### config.mk
export PLATFORM = sky130hd
export DESIGN_NAME = linear_interpolating_upsampler_top_flat
export DESIGN_NICKNAME = d
export VERILOG_FILES = /design/src/lius_pkg.sv /design/src/lius_ifs.sv /design/src/lius_queue.sv /design/src/lius_front.sv /design/src/lius_back.sv /design/src/linear_interpolating_upsampler_top.sv /design/src/flat_wrapper.sv
export SDC_FILE = /design/constraint.sdc
export NUM_CORES = 1
export LEC_CHECK = 0
export BUFFER_PORTS_ARGS = -buffer_cell sky130_fd_sc_hd__buf_2
export CAP_MARGIN = 30
export CORE_MARGIN = 1.5
export CORE_UTILIZATION = 35
export DETAILED_ROUTE_END_ITERATION = 10
export SLEW_MARGIN = 10
export SYNTH_ARGS = -nofsm -noshare
export SYNTH_HDL_FRONTEND = slang
export SYNTH_HIERARCHICAL = 1
export SYNTH_SLANG_ARGS = --single-unit
### constraint.sdc
create_clock -name clk -period 3.65 [get_ports clk]
set_input_delay 0.73 -clock clk [delete_from_list [all_inputs] [get_ports clk]]
set_output_delay 0.73 -clock clk [all_outputs]
set_load 0.05 [all_outputs]
### src/lius_pkg.sv
`timescale 1ns / 1ps

package lius_pkg;

    // Width of the factor register as seen on the configuration channel.
    localparam int FACTOR_WIDTH = 6;

    localparam int MAX_FACTOR_DEF   = 32;
    localparam int SAMPLE_WIDTH_DEF = 16;

    // Depth of the queue between the front end and the interpolation engine.
    localparam int QUEUE_DEPTH = 2;

    // Factor zero counts as one, and anything above the ceiling saturates.
    function automatic logic [FACTOR_WIDTH-1:0] clamp_factor(
        input logic [FACTOR_WIDTH-1:0] raw,
        input logic [FACTOR_WIDTH-1:0] ceiling
    );
        logic [FACTOR_WIDTH-1:0] res;
        begin
            if (raw == '0)
                res = FACTOR_WIDTH'(1);
            else if (raw > ceiling)
                res = ceiling;
            else
                res = raw;
            return res;
        end
    endfunction

endpackage

### src/lius_ifs.sv
`timescale 1ns / 1ps

interface lius_smp_if #(
    parameter int SAMPLE_WIDTH = lius_pkg::SAMPLE_WIDTH_DEF
);
    logic                           valid;
    logic                           ready;
    logic signed [SAMPLE_WIDTH-1:0] sample;
    logic                           last;

    modport source (output valid, output sample, output last, input ready);
    modport sink   (input valid, input sample, input last, output ready);
endinterface

interface lius_res_if #(
    parameter int SAMPLE_WIDTH = lius_pkg::SAMPLE_WIDTH_DEF
);
    logic                           valid;
    logic                           ready;
    logic signed [SAMPLE_WIDTH-1:0] value;
    logic                           run_last;
    logic                           vector_end;

    modport source (output valid, output value, output run_last, output vector_end,
                    input ready);
    modport sink   (input valid, input value, input run_last, input vector_end,
                    output ready);
endinterface

interface lius_cfg_if;
    logic                                valid;
    logic                                ready;
    logic [lius_pkg::FACTOR_WIDTH-1:0]   factor;

    modport source (output valid, output factor, input ready);
    modport sink   (input valid, input factor, output ready);
endinterface

### src/lius_queue.sv
`timescale 1ns / 1ps

module lius_queue #(
    parameter int WIDTH = 8,
    parameter int DEPTH = lius_pkg::QUEUE_DEPTH
) (
    input  logic             clk,
    input  logic             rst_n,
    input  logic             push,
    input  logic [WIDTH-1:0] push_data,
    output logic             full,
    input  logic             pop,
    output logic [WIDTH-1:0] pop_data,
    output logic             empty
);

    localparam int PW = (DEPTH > 1) ? $clog2(DEPTH) : 1;
    localparam int CW = $clog2(DEPTH + 1);

    logic [WIDTH-1:0] mem [DEPTH];
    logic [PW-1:0]    wr_ptr_reg;
    logic [PW-1:0]    wr_ptr_next;
    logic [PW-1:0]    rd_ptr_reg;
    logic [PW-1:0]    rd_ptr_next;
    logic [CW-1:0]    count_reg;
    logic [CW-1:0]    count_next;
    logic             do_push;
    logic             do_pop;

    assign full     = (count_reg == CW'(DEPTH));
    assign empty    = (count_reg == '0);
    assign do_push  = push && !full;
    assign do_pop   = pop && !empty;
    assign pop_data = mem[rd_ptr_reg];

    always_comb
    begin
        wr_ptr_next = wr_ptr_reg;
        rd_ptr_next = rd_ptr_reg;
        count_next  = count_reg;
        if (do_push)
            wr_ptr_next = (wr_ptr_reg == PW'(DEPTH - 1)) ? '0 : wr_ptr_reg + 1'b1;
        if (do_pop)
            rd_ptr_next = (rd_ptr_reg == PW'(DEPTH - 1)) ? '0 : rd_ptr_reg + 1'b1;
        if (do_push && !do_pop)
            count_next = count_reg + 1'b1;
        else if (do_pop && !do_push)
            count_next = count_reg - 1'b1;
    end

    always_ff @(posedge clk or negedge rst_n)
    begin
        if (!rst_n)
        begin
            wr_ptr_reg <= '0;
            rd_ptr_reg <= '0;
            count_reg  <= '0;
        end
        else
        begin
            wr_ptr_reg <= wr_ptr_next;
            rd_ptr_reg <= rd_ptr_next;
            count_reg  <= count_next;
        end
    end

    always_ff @(posedge clk)
    begin
        if (do_push)
            mem[wr_ptr_reg] <= push_data;
    end

endmodule

### src/lius_front.sv
`timescale 1ns / 1ps

module lius_front #(
    parameter int MAX_FACTOR   = lius_pkg::MAX_FACTOR_DEF,
    parameter int SAMPLE_WIDTH = lius_pkg::SAMPLE_WIDTH_DEF,
    parameter int ENTRY_WIDTH  = 2 * SAMPLE_WIDTH + 2 + lius_pkg::FACTOR_WIDTH + 1
) (
    input  logic                   clk,
    input  logic                   rst_n,
    lius_smp_if.sink               in_ch,
    lius_cfg_if.sink               cfg,
    output logic                   push,
    output logic [ENTRY_WIDTH-1:0] push_data,
    input  logic                   full
);

    localparam int SW = SAMPLE_WIDTH;
    localparam int FW = lius_pkg::FACTOR_WIDTH;

    logic [FW-1:0]        factor_reg;
    logic signed [SW-1:0] prev_reg;
    logic                 have_prev_reg;
    logic                 accept;
    logic signed [SW:0]   diff;
    logic                 neg;
    logic [SW:0]          mag;
    logic [FW-1:0]        fac_eff;

    assign in_ch.ready = !full;
    assign cfg.ready   = 1'b1;
    assign accept      = in_ch.valid && !full;

    // The difference needs one bit more than a sample; its magnitude fits unsigned.
    assign diff    = {in_ch.sample[SW-1], in_ch.sample} - {prev_reg[SW-1], prev_reg};
    assign neg     = diff[SW];
    assign mag     = neg ? (SW + 1)'(-diff) : (SW + 1)'(diff);
    assign fac_eff = lius_pkg::clamp_factor(factor_reg, FW'(MAX_FACTOR));

    // A sample opens an interval only when a previous sample of its vector exists.
    assign push      = accept && have_prev_reg;
    assign push_data = {prev_reg, mag, neg, fac_eff, in_ch.last};

    always_ff @(posedge clk or negedge rst_n)
    begin
        if (!rst_n)
        begin
            factor_reg    <= FW'(1);
            prev_reg      <= '0;
            have_prev_reg <= 1'b0;
        end
        else
        begin
            if (cfg.valid)
                factor_reg <= cfg.factor;
            if (accept)
            begin
                prev_reg      <= in_ch.sample;
                have_prev_reg <= !in_ch.last;
            end
        end
    end

endmodule

### src/lius_back.sv
`timescale 1ns / 1ps

module lius_back #(
    parameter int SAMPLE_WIDTH = lius_pkg::SAMPLE_WIDTH_DEF,
    parameter int ENTRY_WIDTH  = 2 * SAMPLE_WIDTH + 2 + lius_pkg::FACTOR_WIDTH + 1
) (
    input  logic                   clk,
    input  logic                   rst_n,
    input  logic                   empty,
    input  logic [ENTRY_WIDTH-1:0] pop_data,
    output logic                   pop,
    lius_res_if.source             out_ch
);

    localparam int SW = SAMPLE_WIDTH;
    localparam int FW = lius_pkg::FACTOR_WIDTH;
    localparam int DW = SW + 1;
    localparam int CW = $clog2(DW);

    typedef enum logic [1:0] {
        ST_IDLE,
        ST_DIV,
        ST_EMIT,
        ST_FINAL
    } state_t;

    state_t                 state_reg;
    state_t                 state_next;
    logic [ENTRY_WIDTH-1:0] entry_reg;
    logic [ENTRY_WIDTH-1:0] entry_next;
    logic [DW-1:0]          quo_reg;
    logic [DW-1:0]          quo_next;
    logic [FW-1:0]          rem_reg;
    logic [FW-1:0]          rem_next;
    logic [CW-1:0]          cnt_reg;
    logic [CW-1:0]          cnt_next;
    logic [DW-1:0]          acc_q_reg;
    logic [DW-1:0]          acc_q_next;
    logic [FW-1:0]          acc_r_reg;
    logic [FW-1:0]          acc_r_next;
    logic [FW-1:0]          k_reg;
    logic [FW-1:0]          k_next;
    logic                   out_valid_reg;
    logic                   out_valid_next;
    logic signed [SW-1:0]   out_value_reg;
    logic signed [SW-1:0]   out_value_next;
    logic                   out_run_last_reg;
    logic                   out_run_last_next;
    logic                   out_vector_end_reg;
    logic                   out_vector_end_next;

    logic signed [SW-1:0] e_prev;
    logic [DW-1:0]        e_mag;
    logic                 e_neg;
    logic [FW-1:0]        e_fac;
    logic                 e_last;
    logic [FW:0]          trial;
    logic [FW:0]          r_sum;
    logic [DW-1:0]        off_mid;
    logic [DW-1:0]        off_end;
    logic [DW-1:0]        base;
    logic [DW-1:0]        val_mid;
    logic [DW-1:0]        val_end;
    logic                 can_load;

    assign {e_prev, e_mag, e_neg, e_fac, e_last} = entry_reg;

    // Restoring division step: shift in one dividend bit, subtract when it fits.
    assign trial = {rem_reg, quo_reg[DW-1]};

    // Running quotient and remainder of k*|diff| / factor.
    assign r_sum = {1'b0, acc_r_reg} + {1'b0, rem_reg};

    assign base    = {e_prev[SW-1], e_prev};
    assign off_mid = e_neg ? DW'(-acc_q_reg) : acc_q_reg;
    assign off_end = e_neg ? DW'(-e_mag) : e_mag;
    assign val_mid = base + off_mid;
    assign val_end = base + off_end;

    assign can_load = !out_valid_reg || out_ch.ready;

    assign out_ch.valid      = out_valid_reg;
    assign out_ch.value      = out_value_reg;
    assign out_ch.run_last   = out_run_last_reg;
    assign out_ch.vector_end = out_vector_end_reg;

    always_comb
    begin
        state_next          = state_reg;
        entry_next          = entry_reg;
        quo_next            = quo_reg;
        rem_next            = rem_reg;
        cnt_next            = cnt_reg;
        acc_q_next          = acc_q_reg;
        acc_r_next          = acc_r_reg;
        k_next              = k_reg;
        out_valid_next      = out_valid_reg;
        out_value_next      = out_value_reg;
        out_run_last_next   = out_run_last_reg;
        out_vector_end_next = out_vector_end_reg;
        pop                 = 1'b0;

        if (out_valid_reg && out_ch.ready)
            out_valid_next = 1'b0;

        case (state_reg)
            ST_IDLE:
            begin
                if (!empty)
                begin
                    pop        = 1'b1;
                    entry_next = pop_data;
                    quo_next   = pop_data[ENTRY_WIDTH-SW-1 -: DW];
                    rem_next   = '0;
                    cnt_next   = CW'(DW - 1);
                    state_next = ST_DIV;
                end
            end
            ST_DIV:
            begin
                if (trial >= {1'b0, e_fac})
                begin
                    rem_next = FW'(trial - {1'b0, e_fac});
                    quo_next = {quo_reg[DW-2:0], 1'b1};
                end
                else
                begin
                    rem_next = trial[FW-1:0];
                    quo_next = {quo_reg[DW-2:0], 1'b0};
                end
                if (cnt_reg == '0)
                begin
                    acc_q_next = '0;
                    acc_r_next = '0;
                    k_next     = '0;
                    state_next = ST_EMIT;
                end
                else
                begin
                    cnt_next = cnt_reg - 1'b1;
                end
            end
            ST_EMIT:
            begin
                if (can_load)
                begin
                    out_valid_next      = 1'b1;
                    out_value_next      = val_mid[SW-1:0];
                    out_run_last_next   = (k_reg == e_fac - 1'b1) && !e_last;
                    out_vector_end_next = 1'b0;
                    if (r_sum >= {1'b0, e_fac})
                    begin
                        acc_r_next = FW'(r_sum - {1'b0, e_fac});
                        acc_q_next = acc_q_reg + quo_reg + 1'b1;
                    end
                    else
                    begin
                        acc_r_next = r_sum[FW-1:0];
                        acc_q_next = acc_q_reg + quo_reg;
                    end
                    k_next = k_reg + 1'b1;
                    if (k_reg == e_fac - 1'b1)
                        state_next = e_last ? ST_FINAL : ST_IDLE;
                end
            end
            ST_FINAL:
            begin
                if (can_load)
                begin
                    out_valid_next      = 1'b1;
                    out_value_next      = val_end[SW-1:0];
                    out_run_last_next   = 1'b1;
                    out_vector_end_next = 1'b1;
                    state_next          = ST_IDLE;
                end
            end
            default:
            begin
                state_next = ST_IDLE;
            end
        endcase
    end

    always_ff @(posedge clk or negedge rst_n)
    begin
        if (!rst_n)
        begin
            state_reg          <= ST_IDLE;
            out_valid_reg      <= 1'b0;
            out_value_reg      <= '0;
            out_run_last_reg   <= 1'b0;
            out_vector_end_reg <= 1'b0;
        end
        else
        begin
            state_reg          <= state_next;
            out_valid_reg      <= out_valid_next;
            out_value_reg      <= out_value_next;
            out_run_last_reg   <= out_run_last_next;
            out_vector_end_reg <= out_vector_end_next;
        end
    end

    always_ff @(posedge clk)
    begin
        entry_reg <= entry_next;
        quo_reg   <= quo_next;
        rem_reg   <= rem_next;
        cnt_reg   <= cnt_next;
        acc_q_reg <= acc_q_next;
        acc_r_reg <= acc_r_next;
        k_reg     <= k_next;
    end

    a_k_in_range: assert property (@(posedge clk) disable iff (!rst_n)
        state_reg == ST_EMIT |-> k_reg < e_fac)
        else $error("interval counter ran past the factor");

    a_rem_in_range: assert property (@(posedge clk) disable iff (!rst_n)
        state_reg == ST_EMIT |-> (acc_r_reg < e_fac) && (rem_reg < e_fac))
        else $error("remainder not below the factor");

    a_end_is_run_last: assert property (@(posedge clk) disable iff (!rst_n)
        out_valid_reg && out_vector_end_reg |-> out_run_last_reg)
        else $error("vector end without run end");

    a_final_needs_last: assert property (@(posedge clk) disable iff (!rst_n)
        state_reg == ST_FINAL |-> e_last)
        else $error("final point for an interval without last flag");

    a_div_done: assert property (@(posedge clk) disable iff (!rst_n)
        state_reg == ST_DIV && cnt_reg == '0 |=> state_reg == ST_EMIT)
        else $error("division did not hand over to emission");

endmodule

### src/linear_interpolating_upsampler_top.sv
`timescale 1ns / 1ps

// Channel   Modport  Transaction carries
// in_ch     sink     sample, last
// out_ch    source   value, run_last, vector_end
// cfg       sink     factor
//
// The first sample of a vector is taken and gives no result.
// Every later sample leaves the queue, passes through the serial divider that forms
// |diff| / factor, then gives factor results, plus one more when it carries last.
// Two intervals can wait in the queue, so the input stalls only when it is full.
// The output register holds a result until it is taken; reset clears all control state.
module linear_interpolating_upsampler_top #(
    parameter int MAX_FACTOR   = lius_pkg::MAX_FACTOR_DEF,
    parameter int SAMPLE_WIDTH = lius_pkg::SAMPLE_WIDTH_DEF
) (
    input  logic        clk,
    input  logic        rst_n,
    lius_smp_if.sink    in_ch,
    lius_res_if.source  out_ch,
    lius_cfg_if.sink    cfg
);

    localparam int ENTRY_WIDTH = 2 * SAMPLE_WIDTH + 2 + lius_pkg::FACTOR_WIDTH + 1;

    logic                   push;
    logic [ENTRY_WIDTH-1:0] push_data;
    logic                   full;
    logic                   pop;
    logic [ENTRY_WIDTH-1:0] pop_data;
    logic                   empty;

    lius_front #(
        .MAX_FACTOR   (MAX_FACTOR),
        .SAMPLE_WIDTH (SAMPLE_WIDTH),
        .ENTRY_WIDTH  (ENTRY_WIDTH)
    ) u_front (
        .clk       (clk),
        .rst_n     (rst_n),
        .in_ch     (in_ch),
        .cfg       (cfg),
        .push      (push),
        .push_data (push_data),
        .full      (full)
    );

    lius_queue #(
        .WIDTH (ENTRY_WIDTH),
        .DEPTH (lius_pkg::QUEUE_DEPTH)
    ) u_queue (
        .clk       (clk),
        .rst_n     (rst_n),
        .push      (push),
        .push_data (push_data),
        .full      (full),
        .pop       (pop),
        .pop_data  (pop_data),
        .empty     (empty)
    );

    lius_back #(
        .SAMPLE_WIDTH (SAMPLE_WIDTH),
        .ENTRY_WIDTH  (ENTRY_WIDTH)
    ) u_back (
        .clk      (clk),
        .rst_n    (rst_n),
        .empty    (empty),
        .pop_data (pop_data),
        .pop      (pop),
        .out_ch   (out_ch)
    );

endmodule
### src/flat_wrapper.sv
// flat-port wrapper written by rule: the top's interface ports become plain ports
module linear_interpolating_upsampler_top_flat 
#(
    parameter int MAX_FACTOR   = lius_pkg::MAX_FACTOR_DEF,
    parameter int SAMPLE_WIDTH = lius_pkg::SAMPLE_WIDTH_DEF
)
  (clk, rst_n, in_ch_valid, in_ch_sample, in_ch_last, in_ch_ready, out_ch_valid, out_ch_value, out_ch_run_last, out_ch_vector_end, out_ch_ready, cfg_valid, cfg_factor, cfg_ready);
  lius_smp_if #(.SAMPLE_WIDTH(SAMPLE_WIDTH)) in_ch_i ();
  lius_res_if #(.SAMPLE_WIDTH(SAMPLE_WIDTH)) out_ch_i ();
  lius_cfg_if cfg_i ();
  input  logic clk;
  input  logic rst_n;
  input wire logic [$bits(in_ch_i.valid)-1:0] in_ch_valid;
  input wire logic [$bits(in_ch_i.sample)-1:0] in_ch_sample;
  input wire logic [$bits(in_ch_i.last)-1:0] in_ch_last;
  output wire logic [$bits(in_ch_i.ready)-1:0] in_ch_ready;
  output wire logic [$bits(out_ch_i.valid)-1:0] out_ch_valid;
  output wire logic [$bits(out_ch_i.value)-1:0] out_ch_value;
  output wire logic [$bits(out_ch_i.run_last)-1:0] out_ch_run_last;
  output wire logic [$bits(out_ch_i.vector_end)-1:0] out_ch_vector_end;
  input wire logic [$bits(out_ch_i.ready)-1:0] out_ch_ready;
  input wire logic [$bits(cfg_i.valid)-1:0] cfg_valid;
  input wire logic [$bits(cfg_i.factor)-1:0] cfg_factor;
  output wire logic [$bits(cfg_i.ready)-1:0] cfg_ready;
  assign in_ch_i.valid = in_ch_valid;
  assign in_ch_i.sample = in_ch_sample;
  assign in_ch_i.last = in_ch_last;
  assign in_ch_ready = in_ch_i.ready;
  assign out_ch_valid = out_ch_i.valid;
  assign out_ch_value = out_ch_i.value;
  assign out_ch_run_last = out_ch_i.run_last;
  assign out_ch_vector_end = out_ch_i.vector_end;
  assign out_ch_i.ready = out_ch_ready;
  assign cfg_i.valid = cfg_valid;
  assign cfg_i.factor = cfg_factor;
  assign cfg_ready = cfg_i.ready;
  linear_interpolating_upsampler_top #(.MAX_FACTOR(MAX_FACTOR), .SAMPLE_WIDTH(SAMPLE_WIDTH)) u_core (.clk(clk), .rst_n(rst_n), .in_ch(in_ch_i), .out_ch(out_ch_i), .cfg(cfg_i));
endmodule
==> flow_summary.json, run 1 <==
{
  "drive_above_1_share_pct": 18.79,
  "worst_clock_skew_ps": 10.32,
  "synth_cells": 1193,
  "initial_utilization_pct": 35.47,
  "post_drt_wl_per_cell_um": 15.74,
  "die_h_um": 197.9,
  "grt-ovfl-total": 0,
  "yosys.area.top_type": "edfxtp_1",
  "crit_chain": "ha_2, inv_2, fa_2, inv_2, ha_4, nor2b_1, o31a_1, o311a_1, or3_4, and3_4, and4bb_2, a311o_1, nand4_1",
  "firstDrtPassIters": 5,
  "grt_max_degree": 42,
  "worstPathRequired_ps": 4060,
  "syn_nets": 1302,
  "critPathKind": "reg2reg",
  "netlist_top_cells_area": "edfxtp_1, dfrtp_1, ha_1, xnor2_1, mux2_4",
  "clk_path_buf_depth": 3,
  "diodes": 0,
  "vias": 8905,
  "grt_usage_pct": 14.52,
  "final_cells": 1804,
  "gp_congestion": 0.8394,
  "clk_pin_slew_ps": 70,
  "yosys_register_bits": 226,
  "area_delta_synth_final_pct": 15.00,
  "nets": 1383,
  "rsz0062_at_grt": "yes",
  "tightest_slew_ps": 604.7,
  "clock-sinks": 226,
  "maxCapViolCount": 0,
  "slowest_stage": "fa_2",
  "synth.cell_area_um2": 13300,
  "yosys_most_used_dff": "edfxtp_1",
  "drc": 0,
  "die_w_um": 197.9,
  "clk_latency_ps": 540,
  "row_count": 71,
  "synth_seq_area_share_pct": 49.24,
  "yosysWarnings": 6,
  "maxSlewViolCount": 0,
  "core_um2": 37490,
  "cts_max_level": 1,
  "hold_viol_final": 0,
  "cts_buffers": 25,
  "period_share_pct": 96.55,
  "dp.cells": 1753,
  "root_buffer": "clkbuf_16",
  "numPortBuffers": 47,
  "avgViaCountPerCell": 4.936,
  "synthDistinctLibCells": 80,
  "grt_pass1_wl_mm": 45.25,
  "final_cell_mix": "edfxtp_1, nand2_1, nor2_1",
  "antenna_found_initial": 0,
  "critPathLaunch": "u_core/u_back/rem_reg[0]",
  "dieArea_um2": 39170,
  "synth_top_area_share_pct": 40.20,
  "crit_arrival_ps": 3930,
  "finalCriticalPeriod_ps": 3524,
  "fmax_mhz": 283.8,
  "max_stage_delay_ps": 450,
  "largest_reg_flops": 82,
  "ant_nets": 0,
  "synth-edff-count": 178,
  "grt_pass1_vias": 8697,
  "crit_top_cell": "inv_2",
  "setup_viol": 0,
  "slew_headroom_pct": 59.68,
  "hp-class": "in2async",
  "start_kind": "flop",
  "synth-async-reset-ratio_pct": 21.24,
  "nFillCells": 3687,
  "drt_iter0_drc": 459,
  "cts_hold_buf": 0,
  "cp_max_fo": 4,
  "ios": 49,
  "final_common_cell": "edfxtp_1",
  "status": "finished, final reports clean",
  "avgSynthCellArea_um2": 11.15,
  "drt_wl_total_mm": 28.39,
  "r2r-start": "u_core/u_back/rem_reg[0]",
  "cts_tree": "yes",
  "end_kind": "flop",
  "hpwlAfterDp_mm": 21.15
}
[stage by stage]
step                      area, um2  utilization, %  worst slack [ps]  hold WS [ps]  setup TNS, ps
final                         15290           40.79             125.9         101.5              0
after global routing          15290           40.79            -58.66         86.37         -74.45
after CTS                     15150           40.42             9.072         341.0              0
after detailed placement      14300           38.14            -35.59         456.1         -35.59
after global placement        14250           38.01             34.31         452.0              0
after floorplan               13300               -             75.10         434.4              0
[layout make-up]
class / count / area [um2] / share of cell area [%]
Clock buffer: 30 / 654.4 / 4.280
Clock inverter: 16 / 193.9 / 1.268
Inverter: 62 / 232.7 / 1.522
Multi-Input combinational cell: 862 / 6366 / 41.63
Sequential cell: 226 / 6549 / 42.83
Tap cell: 511 / 639.4 / 4.181
Timing Repair Buffer: 97 / 655.6 / 4.288
[Yosys cell counts, types with 6 or more instances]
library cell    n
edfxtp_1      178
nand2_1       141
nor2_1         80
o21ai_0        79
ha_1           75
xnor2_1        69
inv_1          61
a21oi_1        53
dfrtp_1        47
xor2_1         45
mux2_4         39
clkbuf_1       27
nor3_1         19
nor2b_1        17
nand2b_1       16
nand3_1        15
mux2_2         14
a211oi_1       13
o211ai_1       13
a21o_1         12
and3_1         12
nand4_1        12
or3_1          12
mux2i_1         9
o21a_1          8
o31ai_1         8
fa_1            6
[path summary, 6_finish.rpt]
path                                                end  slack [ps]  cells after the start
max                         u_core/u_back/acc_q_reg[15]         130                     13
min                          u_core/u_front/prev_reg[0]         100                      1
max reg2reg                 u_core/u_back/acc_q_reg[15]         130                     13
min reg2reg                   u_core/u_queue/mem[1][36]         470                      0
max in group asynchronous  u_core/u_front/factor_reg[0]        2680                      3
min in group clk           u_core/u_front/have_prev_reg         390                      2
[cell families (layout without fill, tap and decap cells)]
| group | after synthesis | after routing | synth area share (%) |
|---|---|---|---|
| and+or+nand+nor | 365 | 365 | 13.25 |
| buffers and inverters | 105 | 205 | 3.689 |
| other | 1 | 1 | 0.02820 |
| DFF | 226 | 226 | 49.24 |
| AOI/OAI and AO/OA | 237 | 237 | 11.76 |
| xor gates and xnor gates | 115 | 115 | 7.632 |
| muxes | 63 | 63 | 6.436 |
| adders and majority gates | 81 | 81 | 7.961 |
[routing by layer]
layer / wire length, um / track usage (%)
met1: 13380 / 19.74
met2: 13330 / 24.35
met3: 1211 / 2.487
met4: 466 / 2.884
met5: 0 / 0
[worst max-delay path, delay by kind of cell, from the launching register on]
family                   cells  cell delay [ps]
flip-flops                   1              390
AO/OA/AOI/OAI                3              960
AND/OR/NAND/NOR              5             1000
adder cells (fa/ha/maj)      3              860
buffers and inverters        2              170
[timing repair]
| item | 4_1_cts | 5_1_grt |
|---|---|---|
| resized for setup | 1 | 21 |
| endpoints found under the hold margin | 0 | 0 |
| cloned | 0 | 0 |
| buffers inserted | 0 | 4 |
| setup endpoints to repair | 1 | 13 |
| pin swaps | 0 | 5 |
Power of run 1 is not shown: default switching activity piles up to over one toggle a cycle in this logic, so the estimate is an artifact.
==> run 2: changes to the inputs <==
ABC_AREA = 1   (was not set)
==> run 2 against run 1 <==
Against the previous run:
- fmax increased by 9.2%
- worst hold slack improved by 37 ps
- register-to-register slack better by 300 ps
- sequential cell count is the same
- count of clock-buffer cells in the layout rose by 4
- final area is 1.8% higher
- first-iteration DRC count is 63% higher
- wire length rose by 17%
==> flow_summary.json, run 2 <==
{
  "status": "finished, final reports clean",
  "avgViaCountPerCell": 4.836,
  "vias": 10980,
  "hpwlAfterDp_mm": 25.28,
  "r2r-start": "u_core/u_back/acc_q_reg[1]",
  "synth_cells": 1680,
  "dieArea_um2": 40990,
  "drt_wl_total_mm": 33.11,
  "hold_viol_final": 0,
  "synth.most_common_cell": "nand2_1",
  "final_cell_mix": "nand2_1, inv_1, edfxtp_1",
  "postCtsSetupBuffers": 0,
  "worstReg2RegEnd": "u_core/u_back/out_ch.value[13]",
  "yosys-top-cells-count": "nand2_1, inv_1, edfxtp_1",
  "critPathKind": "reg2reg",
  "numPortBuffers": 47,
  "period_share_pct": 88.43,
  "setup_tns_ps": 0,
  "start_kind": "flop",
  "row_count": 72,
  "netlist_top_cells_area": "edfxtp_1, nand2_1, dfrtp_1, ha_1, inv_1",
  "end_kind": "flop",
  "cts_max_level": 1,
  "yosysWarnings": 6,
  "nets": 1843,
  "largest_reg_flops": 82,
  "post_drt_wl_per_cell_um": 14.59,
  "rr_worst_depth": 16,
  "final_common_cell": "nand2_1",
  "root_buffer": "clkbuf_16",
  "clk_latency_ps": 530,
  "core_um2": 38920,
  "hp-class": "in2async",
  "drive_above_1_share_pct": 10.56,
  "tightest_slew_ps": 848.6,
  "diodes": 0,
  "clock-sinks": 226,
  "grt_pass1_wl_mm": 52.71,
  "antenna_found_initial": 0,
  "cp-endpoint": "u_core/u_back/out_ch.value[13]",
  "area_delta_synth_final_pct": 11.80,
  "cts_hold_buf": 0,
  "grt_max_degree": 43,
  "worst-r2r-setup-slack_ps": 420,
  "fmax_mhz": 309.8,
  "synthDistinctLibCells": 57,
  "synth-async-reset-ratio_pct": 21.24,
  "synth.cell_area_um2": 13930,
  "drt_iter0_drc": 746,
  "postCtsResizedCells": 0,
  "drc": 0,
  "firstDrtPassIters": 7,
  "synth_seq_area_share_pct": 47.02,
  "gp_congestion": 0.8682,
  "cp_max_fo": 4,
  "syn_nets": 1789,
  "maxCapViolCount": 0,
  "initial_utilization_pct": 35.78,
  "grt_pass1_vias": 10280,
  "die_h_um": 202.5,
  "maxSlewViolCount": 0,
  "setup_viol": 0,
  "grt-ovfl-total": 0,
  "yosys.area.top_type": "edfxtp_1",
  "avgSynthCellArea_um2": 8.289,
  "yosys_most_used_dff": "edfxtp_1",
  "yosys_register_bits": 226,
  "finalCriticalPeriod_ps": 3228,
  "synth-edff-count": 178,
  "cts_buffers": 24,
  "cts_tree": "yes",
  "slew_headroom_pct": 43.43,
  "ant_nets": 0,
  "worstPathRequired_ps": 4060,
  "worst_clock_skew_ps": 14.00,
  "rsz0062_at_grt": "no",
  "ios": 49,
  "clk_path_buf_depth": 3,
  "die_w_um": 202.5,
  "grt_usage_pct": 15.99,
  "clk_pin_slew_ps": 60,
  "critPathLaunch": "u_core/u_back/acc_q_reg[1]",
  "crit_arrival_ps": 3640,
  "synth_top_area_share_pct": 38.38
}
-- run 2: cell types whose count changed after synthesis, moves of 39 or more --
| cell | change |
|---|---|
| a21oi_1 | +41 |
| inv_1 | +148 |
| mux2_4 | -39 |
| nand2_1 | +402 |
| nand3_1 | +67 |
| nor2_1 | +39 |
| xnor2_1 | -47 |
-- run 2: layout make-up --
type | count | area (um2)
clock buffer | 34 | 679.4
clock inverter | 10 | 122.6
fill | 3956 | 23350
inverter | 219 | 824.5
multi-input combinational | 1198 | 6364
sequential | 226 | 6548
tap | 518 | 648.1
timing repair buffer | 65 | 382.9
-- run 2: stage by stage --
stage,hold slack [ps],instances,setup WS [ps],area (um2),utilization [%]
after floorplan,434.4,1680,71.72,13930,-
after global placement,451.6,2225,399.6,14740,37.89
after detailed placement,468.8,2226,334.4,14760,37.94
after CTS,118.2,2270,331.4,15570,40.00
after global routing,154.1,2270,175.0,15570,40.00
final,138.7,2270,422.3,15570,40.00
-- run 2: layer usage --
layer	up-vias	part of all wire (%)	global-route usage (%)
li1	5612	-	-
met1	5064	47	21.84
met2	249	47	27.19
met3	53	4.2	1.637
met4	0	2.2	3.968
met5	-	0	0
-- run 2: kinds of logic after synthesis --
kind of cell,synth area share [%]
DFF,47.02
AOI/OAI and AO/OA,8.347
other,0.02693
adders and majority gates,7.601
muxes,0.08086
buffers and inverters,7.439
and+or+nand+nor,26.85
xor gates and xnor gates,2.641
-- run 2: worst max-delay path, stage by stage (launching register included) --
cell and delay [ps]:
edfxtp_1 440, inv_1 140, ha_1 210, nand2_1 120
nor4_1 340, nor3_1 90, o21ai_0 330, inv_1 110
ha_1 330, nand2_1 100, nor2_1 60, nand3_1 70
nand4_1 190, a21o_1 210, or2_2 260, nand3_1 70
nand2_1 50
-- run 2: worst min-delay path by stage --
stage / cells after the start / slack, ps / end
3_5_place_dp: 0 / 470 / u_core/u_queue/mem[1][30]
4_1_cts: 1 / 120 / u_core/u_front/prev_reg[7]
3_3_place_gp: 0 / 450 / u_core/u_queue/mem[1][40]
2_1_floorplan: 0 / 430 / u_core/u_back/out_ch.run_last
6_report: 1 / 140 / u_core/u_front/prev_reg[11]
5_1_grt: 1 / 150 / u_core/u_front/prev_reg[7]
Power of run 2 is left out for the same reason.
